### config.mk
export PLATFORM = sky130hd
export DESIGN_NAME = knn_sqrt
export DESIGN_NICKNAME = d
export VERILOG_FILES = /design/src/rtl/core/knn_sqrt.sv
export SDC_FILE = /design/constraint.sdc
export NUM_CORES = 1
export LEC_CHECK = 0
export BUFFER_PORTS_ARGS = -buffer_cell sky130_fd_sc_hd__buf_4
export CORE_MARGIN = 3
export CORE_UTILIZATION = 58
export DETAILED_ROUTE_END_ITERATION = 6
export PLACE_DENSITY_LB_ADDON = 0.15
export SLEW_MARGIN = 20
export SYNTH_ARGS = -nofsm -noshare
export SYNTH_HDL_FRONTEND = slang
export SYNTH_SLANG_ARGS = --single-unit
### constraint.sdc
create_clock -name clk -period 6.15 [get_ports clk]
set_input_delay 0.9225 -clock clk [delete_from_list [all_inputs] [get_ports clk]]
set_output_delay 0.9225 -clock clk [all_outputs]
set_load 0.01 [all_outputs]
### src/rtl/core/knn_sqrt.sv
// ----------------------------------------------------------------------------
// knn_sqrt
// integer floor square root, one result bit per cycle
// ----------------------------------------------------------------------------
module knn_sqrt #(
  parameter int SUM_W = 38
) (
  input  logic             clk,
  input  logic             rst,
  input  logic             start,
  input  logic [SUM_W-1:0] value,
  output logic             done,
  output logic [(SUM_W+1)/2-1:0] root
);

  localparam int N    = (SUM_W + 1) / 2;
  localparam int SW   = 2 * N;
  localparam int CN_W = $clog2(N + 1);

  logic [SW-1:0]   v;
  logic [N+1:0]    rem;
  logic [N+1:0]    rem_sh;
  logic [N+1:0]    trial;
  logic [CN_W-1:0] cnt;
  logic            active;

  assign rem_sh = {rem[N-1:0], v[SW-1:SW-2]};
  assign trial  = {root, 2'b01};

  always_ff @(posedge clk) begin
    if (rst) begin
      active <= 1'b0;
      done   <= 1'b0;
    end else begin
      done <= 1'b0;
      if (start) begin
        active <= 1'b1;
        v      <= SW'(value);
        rem    <= '0;
        root   <= '0;
        cnt    <= '0;
      end else if (active) begin
        v <= v << 2;
        if (rem_sh >= trial) begin
          rem  <= rem_sh - trial;
          root <= {root[N-2:0], 1'b1};
        end else begin
          rem  <= rem_sh;
          root <= {root[N-2:0], 1'b0};
        end
        cnt <= cnt + CN_W'(1);
        if (cnt == CN_W'(N - 1)) begin
          active <= 1'b0;
          done   <= 1'b1;
        end
      end
    end
  end

endmodule

==> impl_metrics.py <==
metrics = {
    "min_path": {
        "holdCritStartpoint": "active$_SDFF_PP0_",
        "hold_path_depth": 1,
        "worstHoldPathType": "reg2reg",
        "min_to": "done$_SDFF_PP0_",
    },
    "cells_and_area": {
        "utilization_pct": 69.7,
        "fillers": 606,
        "nets": 531,
        "final_common_cell": "edfxtp_1",
        "syn2layout_area_growth_pct": 15.8,
        "drive_above_1_share_pct": 26.1,
        "n_antenna_cell": 0,
        "multi_input_area_sq_um": 2030,
        "regArea_sq_um": 2470,
        "fin_area_sq_um": 5410,
        "final_cell_mix": "81 x edfxtp_1, 61 x buf_4, 39 x nor2_1, 36 x mux2_2, 36 x a21oi_1",
    },
    "logic_synthesis": {
        "synth-async-reset-ratio_pct": 0,
        "synthSimpleGateAreaFrac_pct": 10.3,
        "synth_top_family_by_area": "compound AO/OA/AOI/OAI gates",
        "seq_area_frac_synth_pct": 52.9,
        "synth_ff_type": "edfxtp_1",
        "yosysTopAreaCell": "edfxtp_1",
        "ys_top_cells_by_area": "edfxtp_1 52%, mux2_2 8.7%, ha_1 6.2%",
        "synth_cell_types": 48,
        "yosysTopAreaCellShare_pct": 52.0,
        "syn-cell-area_sq_um": 4670,
        "synth_edf_count": 81,
        "synth-xor-area-share_pct": 2.25,
        "yosys_warnings": 0,
        "synth_compound_area_share_pct": 15.8,
        "syn_nets": 479,
        "synth_mux_area_share_pct": 8.67,
        "syn_inst": 415,
        "ys_seq_elements": 83,
        "synth_area_per_cell_sq_um": 11.3,
        "synth_fa_ha_area_share_pct": 6.16,
    },
    "pwr": {
        "p_per_area_nw_per_um2": 271,
        "p_leak_nw": 2.10,
        "total_power_mw": 1.47,
        "peakVddDrop_uv": 180,
    },
    "critical_path": {
        "crit_type": "in2reg",
        "rr_worst_depth": 7,
        "regToRegEndpoint": "rem[1]$_SDFFCE_PP0P_",
        "rrSetupSlack_ns": 3.02,
        "cp_max_fo": 80,
        "cpMaxStageDelayCell": "buf_4",
        "endpoint_kind": "flop",
        "crit_arrival_ns": 3.18,
        "reg2reg_from": "root[10]$_SDFFCE_PP0P_",
        "slowest_delay_ns": 0.68,
        "crit_chain": "buf_4, nor2_1, nor2_4, buf_4",
        "cp-start-kind": "input port",
        "critPathRequiredTime_ns": 6.14,
        "cp_common_cell": "buf_4",
    },
    "timing": {
        "totalNegativeSetupSlack_ns": 0,
        "tightest_slew_ns": 0.907,
        "finalCritPeriodShare_pct": 51.8,
        "grt_setup_unrepaired": "no",
        "fmax_mhz": 314,
        "finalHoldViolations": 0,
        "relSlewSlack_pct": 39.5,
        "period_minus_slack_ns": 3.19,
        "maxSlewViolCount": 0,
        "fin_skew_ns": 0.0136,
        "setup_violations": 0,
        "setup_slack_ns": 2.96,
    },
    "floorplanning": {
        "dieArea_sq_um": 9170,
        "initial_core_util_pct": 60.2,
        "io-pin-count": 61,
        "die_w_microns": 95.8,
        "core-area_sq_um": 7770,
        "num_rows": 32,
        "die_h_microns": 95.8,
    },
    "global_routing": {
        "grtUsageTotal_pct": 23.1,
        "grt_overflow_total": 0,
        "grt_first_pass_wirelength_mm": 16.3,
        "grt_max_degree": 81,
        "antenna_found_initial": 0,
        "grt_pass1_vias": 3420,
    },
    "placed_design": {
        "routabilityCongestion": 0.881,
        "place_area_sq_um": 5190,
        "pre_cts_slack_ns": 2.56,
        "port_buffers": 60,
        "hpwlAfterDp_mm": 6.68,
    },
    "detailed_routing": {
        "via_count": 3470,
        "drt_wl_total_mm": 9.90,
        "drtIter0Drc": 293,
        "drt_pre_antenna_iters": 4,
        "drc_errors": 0,
        "via_per_inst": 6.05,
        "antenna_left": 0,
        "wl_per_cell_microns": 17.3,
    },
    "clocking": {
        "cts.clk_slew.worst_paths_ns": 0.09,
        "hold_buffers": 0,
        "cts_resized": 0,
        "post-cts-setup-buffers": 0,
        "ctsHtreeMaxLevel": 3,
        "cts_root_buf": "clkbuf_8",
        "clock_sinks": 83,
        "clk_path_buf_depth": 2,
        "clk_latency_ns": 0.36,
        "cts_tree": "built",
        "numCtsBuffers": 9,
    },
    "job": {
        "cap_violations": 0,
    },
    "run_status": {
        "status": "completed",
    },
}
==> registers in the layout, indices dropped and copies added (netlist names) <==
register  flops
v            38
done          1
rem          19
cnt           5
active        1
root         19
==> report_power, final <==
part / switching [mW] / internal, mW
registers: 0.0177 / 0.673
clock network: 0.216 / 0.234
logic: 0.188 / 0.137
total: 0.421 / 1.04
==> per-stage QoR <==
| stage | hold WS, ns | std cells |
|---|---|---|
| after detailed placement | 0.475 | 558 |
| final | 0.493 | 574 |
| after global placement | 0.469 | 558 |
| after CTS | 0.489 | 574 |
| after global routing | 0.514 | 574 |
| after floorplan | 0.454 | 415 |
==> critical path: cells and delay by family <==
family        cells  cell delay [ns]
buf+inv           2             1.35
simple gates      2             0.84
==> worst max-delay path by stage <==
stage / cells after the start / from / to / slack [ns]
floorplan: 3 / start / cnt[0]$_SDFFCE_PP0P_ / 1.02
global placement: 4 / start / root[1]$_SDFFCE_PP0P_ / 2.62
detailed placement: 4 / start / v[24]$_DFFE_PP_ / 2.56
CTS: 4 / start / v[15]$_DFFE_PP_ / 2.94
global route: 4 / start / rem[1]$_SDFFCE_PP0P_ / 2.74
finish: 4 / start / rem[8]$_SDFFCE_PP0P_ / 2.96
==> layout make-up <==
cell class / instances / share of cell area (%)
Sequential cell: 83 / 45.7
Multi-Input combinational cell: 285 / 37.5
Timing Repair Buffer: 61 / 8.46
Clock buffer: 10 / 2.36
Tap cell: 102 / 2.36
Inverter: 27 / 1.87
Clock inverter: 6 / 1.78
==> cell families (layout without fill, tap and decap cells) <==
logic type / after synthesis / count (layout)
AOI/OAI and AO/OA: 112 / 112
and+or+nand+nor: 102 / 102
DFF: 83 / 83
buffers and inverters: 47 / 104
muxes: 36 / 36
adders and majority gates: 23 / 23
xor gates and xnor gates: 12 / 12
==> cell usage after synthesis (8+ instances only) <==
master and count:
a21oi_1 36, a21o_1 10, nand2_1 14, inv_1 27, ha_1 23, clkbuf_1 10, nor2_1 40, mux2_2 36
o21ai_0 24, xnor2_1 8, edfxtp_1 81, nand3_1 19
==> per-layer routing <==
metal	wire, microns	vias to the layer above	global-route usage (%)
met5	0	-	0
met4	177	0	11.1
met3	770	19	5.00
met2	4740	136	36.7
met1	4220	1661	30.1
li1	-	1654	-
Note: power is estimated with default switching activity, not from simulation.
