File: src/rtl/core/knn_pkg.sv
// ----------------------------------------------------------------------------
// knn_pkg
// shared types and constants of the k nearest neighbor search block
// ----------------------------------------------------------------------------
package knn_pkg;

  localparam int COORD_W    = 16;
  localparam int DIST_W     = 19;
  localparam int PIDX_W     = 10;
  localparam int DIMS_REG_W = 7;
  localparam int K_REG_W    = 5;
  localparam int CFG_DATA_W = 7;
  localparam int CFG_IDX_W  = 1;
  localparam int SQ_W       = 2 * COORD_W;

  // function codes of an input item
  localparam logic [1:0] FUNC_CLEAR  = 2'd0;
  localparam logic [1:0] FUNC_APPEND = 2'd1;
  localparam logic [1:0] FUNC_QUERY  = 2'd2;

  // configuration register indexes
  localparam logic [CFG_IDX_W-1:0] REG_DIMS = 1'b0;
  localparam logic [CFG_IDX_W-1:0] REG_K    = 1'b1;

  typedef struct packed {
    logic [1:0]                func;
    logic signed [COORD_W-1:0] coord;
  } item_t;

  typedef struct packed {
    logic [DIST_W-1:0] distance;
    logic [PIDX_W-1:0] point_index;
    logic              status;
    logic              last;
  } result_t;

  typedef struct packed {
    logic clear;
    logic insert;
    logic pop;
  } cell_cmd_t;

  typedef struct packed {
    logic valid;
    logic first;
    logic last;
  } scan_req_t;

endpackage

File: src/rtl/core/knn_cell.sv
// ----------------------------------------------------------------------------
// knn_cell
// one slot of the sorted best list, shifts with its neighbors
// ----------------------------------------------------------------------------
module knn_cell #(
  parameter int SUM_W = 38,
  parameter int IX_W  = 10
) (
  input  logic               clk,
  input  logic               rst,
  input  knn_pkg::cell_cmd_t cmd,
  input  logic [SUM_W-1:0]   cand_dist,
  input  logic [IX_W-1:0]    cand_idx,
  input  logic               left_lt,
  input  logic               left_valid,
  input  logic [SUM_W-1:0]   left_dist,
  input  logic [IX_W-1:0]    left_idx,
  input  logic               right_valid,
  input  logic [SUM_W-1:0]   right_dist,
  input  logic [IX_W-1:0]    right_idx,
  output logic               lt,
  output logic               valid,
  output logic [SUM_W-1:0]   held_dist,
  output logic [IX_W-1:0]    idx
);

  // strict compare keeps the earlier (lower) index on ties
  assign lt = !valid || (cand_dist < held_dist);

  always_ff @(posedge clk) begin
    if (rst) begin
      valid <= 1'b0;
    end else if (cmd.clear) begin
      valid <= 1'b0;
    end else if (cmd.pop) begin
      valid <= right_valid;
    end else if (cmd.insert && lt) begin
      valid <= left_lt ? left_valid : 1'b1;
    end
  end

  always_ff @(posedge clk) begin
    if (cmd.pop) begin
      held_dist <= right_dist;
      idx       <= right_idx;
    end else if (cmd.insert && lt) begin
      if (left_lt) begin
        held_dist <= left_dist;
        idx       <= left_idx;
      end else begin
        held_dist <= cand_dist;
        idx       <= cand_idx;
      end
    end
  end

endmodule

File: config.mk
export PLATFORM = sky130hd
export DESIGN_NAME = knn_cell
export DESIGN_NICKNAME = d
export VERILOG_FILES = /design/src/rtl/core/knn_pkg.sv /design/src/rtl/core/knn_cell.sv
export SDC_FILE = /design/constraint.sdc
export NUM_CORES = 1
export LEC_CHECK = 0
export CORE_MARGIN = 2
export CORE_UTILIZATION = 58
export DETAILED_ROUTE_END_ITERATION = 7
export DONT_BUFFER_PORTS = 1
export GPL_TIMING_DRIVEN = 0
export HOLD_SLACK_MARGIN = 0.12
export PLACE_DENSITY_LB_ADDON = 0.05
export SLEW_MARGIN = 20
export SYNTH_ARGS = -nofsm -noshare
export SYNTH_HDL_FRONTEND = slang
export SYNTH_SLANG_ARGS = --single-unit
File: constraint.sdc
create_clock -name clk -period 4 [get_ports clk]
set_clock_uncertainty 0.05 [all_clocks]
set_input_delay 0.8 -clock clk [delete_from_list [all_inputs] [get_ports clk]]
set_output_delay 0.8 -clock clk [all_outputs]
set_load 0.005 [all_outputs]
==> impl_metrics.tcl <==
set metrics [dict create \
    cts_resized 0 \
    synthCells 348 \
    syn-num-nets 537 \
    avgViaCountPerCell 5.94 \
    power.share.sequential 0.500 \
    coreArea_mm2 0.00585 \
    synth_warnings 0 \
    status "finished clean" \
    gp_congestion 0.793 \
    maxCapViolCount 0 \
    dieWidth_um 81.3 \
    clk_pin_slew_ps 90 \
    crit_arrival_ps 2800 \
    first_pass_iters 4 \
    ios 202 \
    p_comb_frac 0.187 \
    nNetsFinal 544 \
    clk_latency_ps 300 \
    startpoint_type "primary input" \
    setup_viol 0 \
    critPathKind "in -> out" \
    drc_errors 0 \
    p_leak_uw 0.00165 \
    synth_top_area_cell "edfxtp_1" \
    ant_nets 0 \
    ys_seq_elements 49 \
    path_buf_inv 0 \
    routed_wl_mm 8.38 \
    hold_class "in -> reg" \
    dpl.hpwl_mm 6.64 \
    num_vias 2559 \
    cp_top_family "compound AO/OA/AOI/OAI gates" \
    drtIter0Drc 100 \
    intPower_uw 988 \
    final_cells 431 \
    synth_area_leaders "edfxtp_1 42%, mux2i_1 14%, ha_1 13%" \
    cp_cell_sequence "ha_1 -> a211o_1 -> a21oi_2 -> o21ai_1 -> a2111o_1 -> a2111oi_2 -> nand2b_1" \
    fmax_ghz 0.274 \
    drive_above_1_share 0.0562 \
    io_buffers 0 \
    post_cts_buffers 0 \
    cts_root_buf "clkbuf_8" \
    ir_drop_mv 0.197 \
    worstPathRequired_ps 3150 \
    hold_viol_final 0 \
    ys_seq_area_frac 0.421 \
    min_period_ps 3650 \
    relSlewSlack 0.479 \
    p_sw_uw 353 \
    syn_to_final_growth_pct 6.82 \
    rsz0062_at_grt "no" \
    cts_tree "done" \
    dp.cells 423 \
    clock_path_buffers 2 \
    cp_max_fo 3 \
    powerDensity_mw_per_mm2 362 \
    yosysUniqueCellTypes 38 \
    cts.htree.levels 2 \
    grtUsageTotal 0.243 \
    row_count 28 \
    wl_per_cell_um 19.4 \
    maxSlewViolCount 0 \
    grt_pass1_vias 2506 \
    gr-total-overflow 0 \
    tightest_slew_ps 781 \
    initial_core_util 0.593 \
    slowest_delay_ps 530 \
    switching_share 0.263 \
    slowest_stage "a2111oi_2" \
    antenna_found_initial 0 \
    finalPower_uw 1340 \
    syn_area_mm2 0.00347 \
    cp-end-kind "output port" \
    cts_num_sinks 49 \
    grt_max_degree 49 \
    die-area_mm2 0.00662 \
    grt_pass1_wl_mm 12.0 \
    cts_hold_buf 0 \
    numCtsBuffers 5 \
    post-route-period-util 0.911 \
    synth.avg_cell_area_um2 9.97 \
    antenna_cells 0 \
    die-height_um 81.3 \
    clkPwrFrac 0.313 \
    synth_top_cell_area_share 0.415 \
]
## logic make-up after synthesis
logic type | Yosys count | synth area share
AO/OA/AOI/OAI | 82 | 0.138
adder cells (fa/ha/maj) | 37 | 0.133
buffers and inverters | 54 | 0.0653
flip-flops | 49 | 0.421
multiplexers | 48 | 0.138
AND/OR/NAND/NOR | 78 | 0.104
## metrics by stage
stage	worst slack, ps	setup TNS (ps)	cell area, um2	util	hold WS (ps)
finish	355	0	3710	0.633	545
global route	258	0	3710	0.633	534
CTS	309	0	3700	0.632	530
detailed placement	-10.7	-457	3560	0.609	585
global placement	-3.07	-52.3	3560	0.609	578
floorplan	431	0	3470	-	528
## sequential cells by signal (all words and copies together) (netlist names)
signal / cells
idx: 10
valid: 1
held_dist: 38
## synth_stat cells
library cell,n
or2b_2,1
clkbuf_8,1
o21ai_0,31
a21boi_4,1
edfxtp_1,48
clkbuf_1,10
o22a_1,1
nor4_2,1
a2111o_1,1
nor3_1,2
nand2_1,55
dfxtp_1,1
a21oi_1,16
a221oi_1,1
a21oi_2,1
buf_1,3
mux2i_1,48
nand4_2,1
or3_1,1
o21a_1,1
nor4b_1,1
ha_1,37
o41ai_1,1
o211ai_1,1
buf_2,2
inv_1,37
buf_8,1
o22ai_1,1
a2111oi_2,1
o21ai_1,21
nand3_1,4
nand4_1,6
nor2_1,2
a22oi_2,1
and4_1,2
a21o_1,2
a211o_1,1
nand2b_1,2
## worst paths after layout
check	from	end	slack (ps)	depth (start not counted)
worst max register to register	held_dist[3]	held_dist[14]	650	8
worst max-delay path	cand_dist[3]	lt	350	7
worst min register to register	valid	valid	620	2
worst min-delay path	rst	valid	540	1
## area by class of cell
class | instances | area [um2]
inverters | 37 | 139
flip-flops and latches | 49 | 1460
clock buffers | 5 | 68.8
fillers | 508 | 2140
well taps | 75 | 93.8
multi-input cells | 245 | 1790
plain buffers | 17 | 87.6
clock inverters | 3 | 65.1
## power by group through the flow
stage               combinational [uW]  sequential (uW)  clock (uW)
detailed placement                 251              684           0
floorplan                          199              668           0
CTS                                252              673         426
global placement                   240              683           0
global route                       291              678         442
finish                             250              671         420
## per-layer routing
metal,track usage,wire (um),vias to the layer above,part of all wire
li1,-,-,1263,-
met1,0.280,3190,1161,0.38
met2,0.425,4230,127,0.50
met3,0.0889,866,8,0.10
met4,0.0627,99,0,0.012
met5,0,0,-,0
## layout by cell type (no fill, tap or decap), types with 2 or more instances in the layout
cell and count:
a21o_1 2, a21oi_1 16, and4_1 2, buf_1 3
buf_2 2, bufinv_16 2, clkbuf_1 10, clkbuf_8 6
edfxtp_1 48, ha_1 37, inv_1 37, mux2i_1 48
nand2_1 55, nand2b_1 2, nand3_1 4, nand4_1 6
nor2_1 2, nor3_1 2, o21ai_0 31, o21ai_1 21
## worst register-to-register path, stage by stage, from the launching register on
cell,delay [ps]
edfxtp_1,430
inv_1,90
ha_1,240
a211o_1,310
a21oi_2,110
o21ai_1,100
a2111o_1,430
a2111oi_2,530
o22a_4,660
No activity file was read; power rests on OpenSTA's default activity.
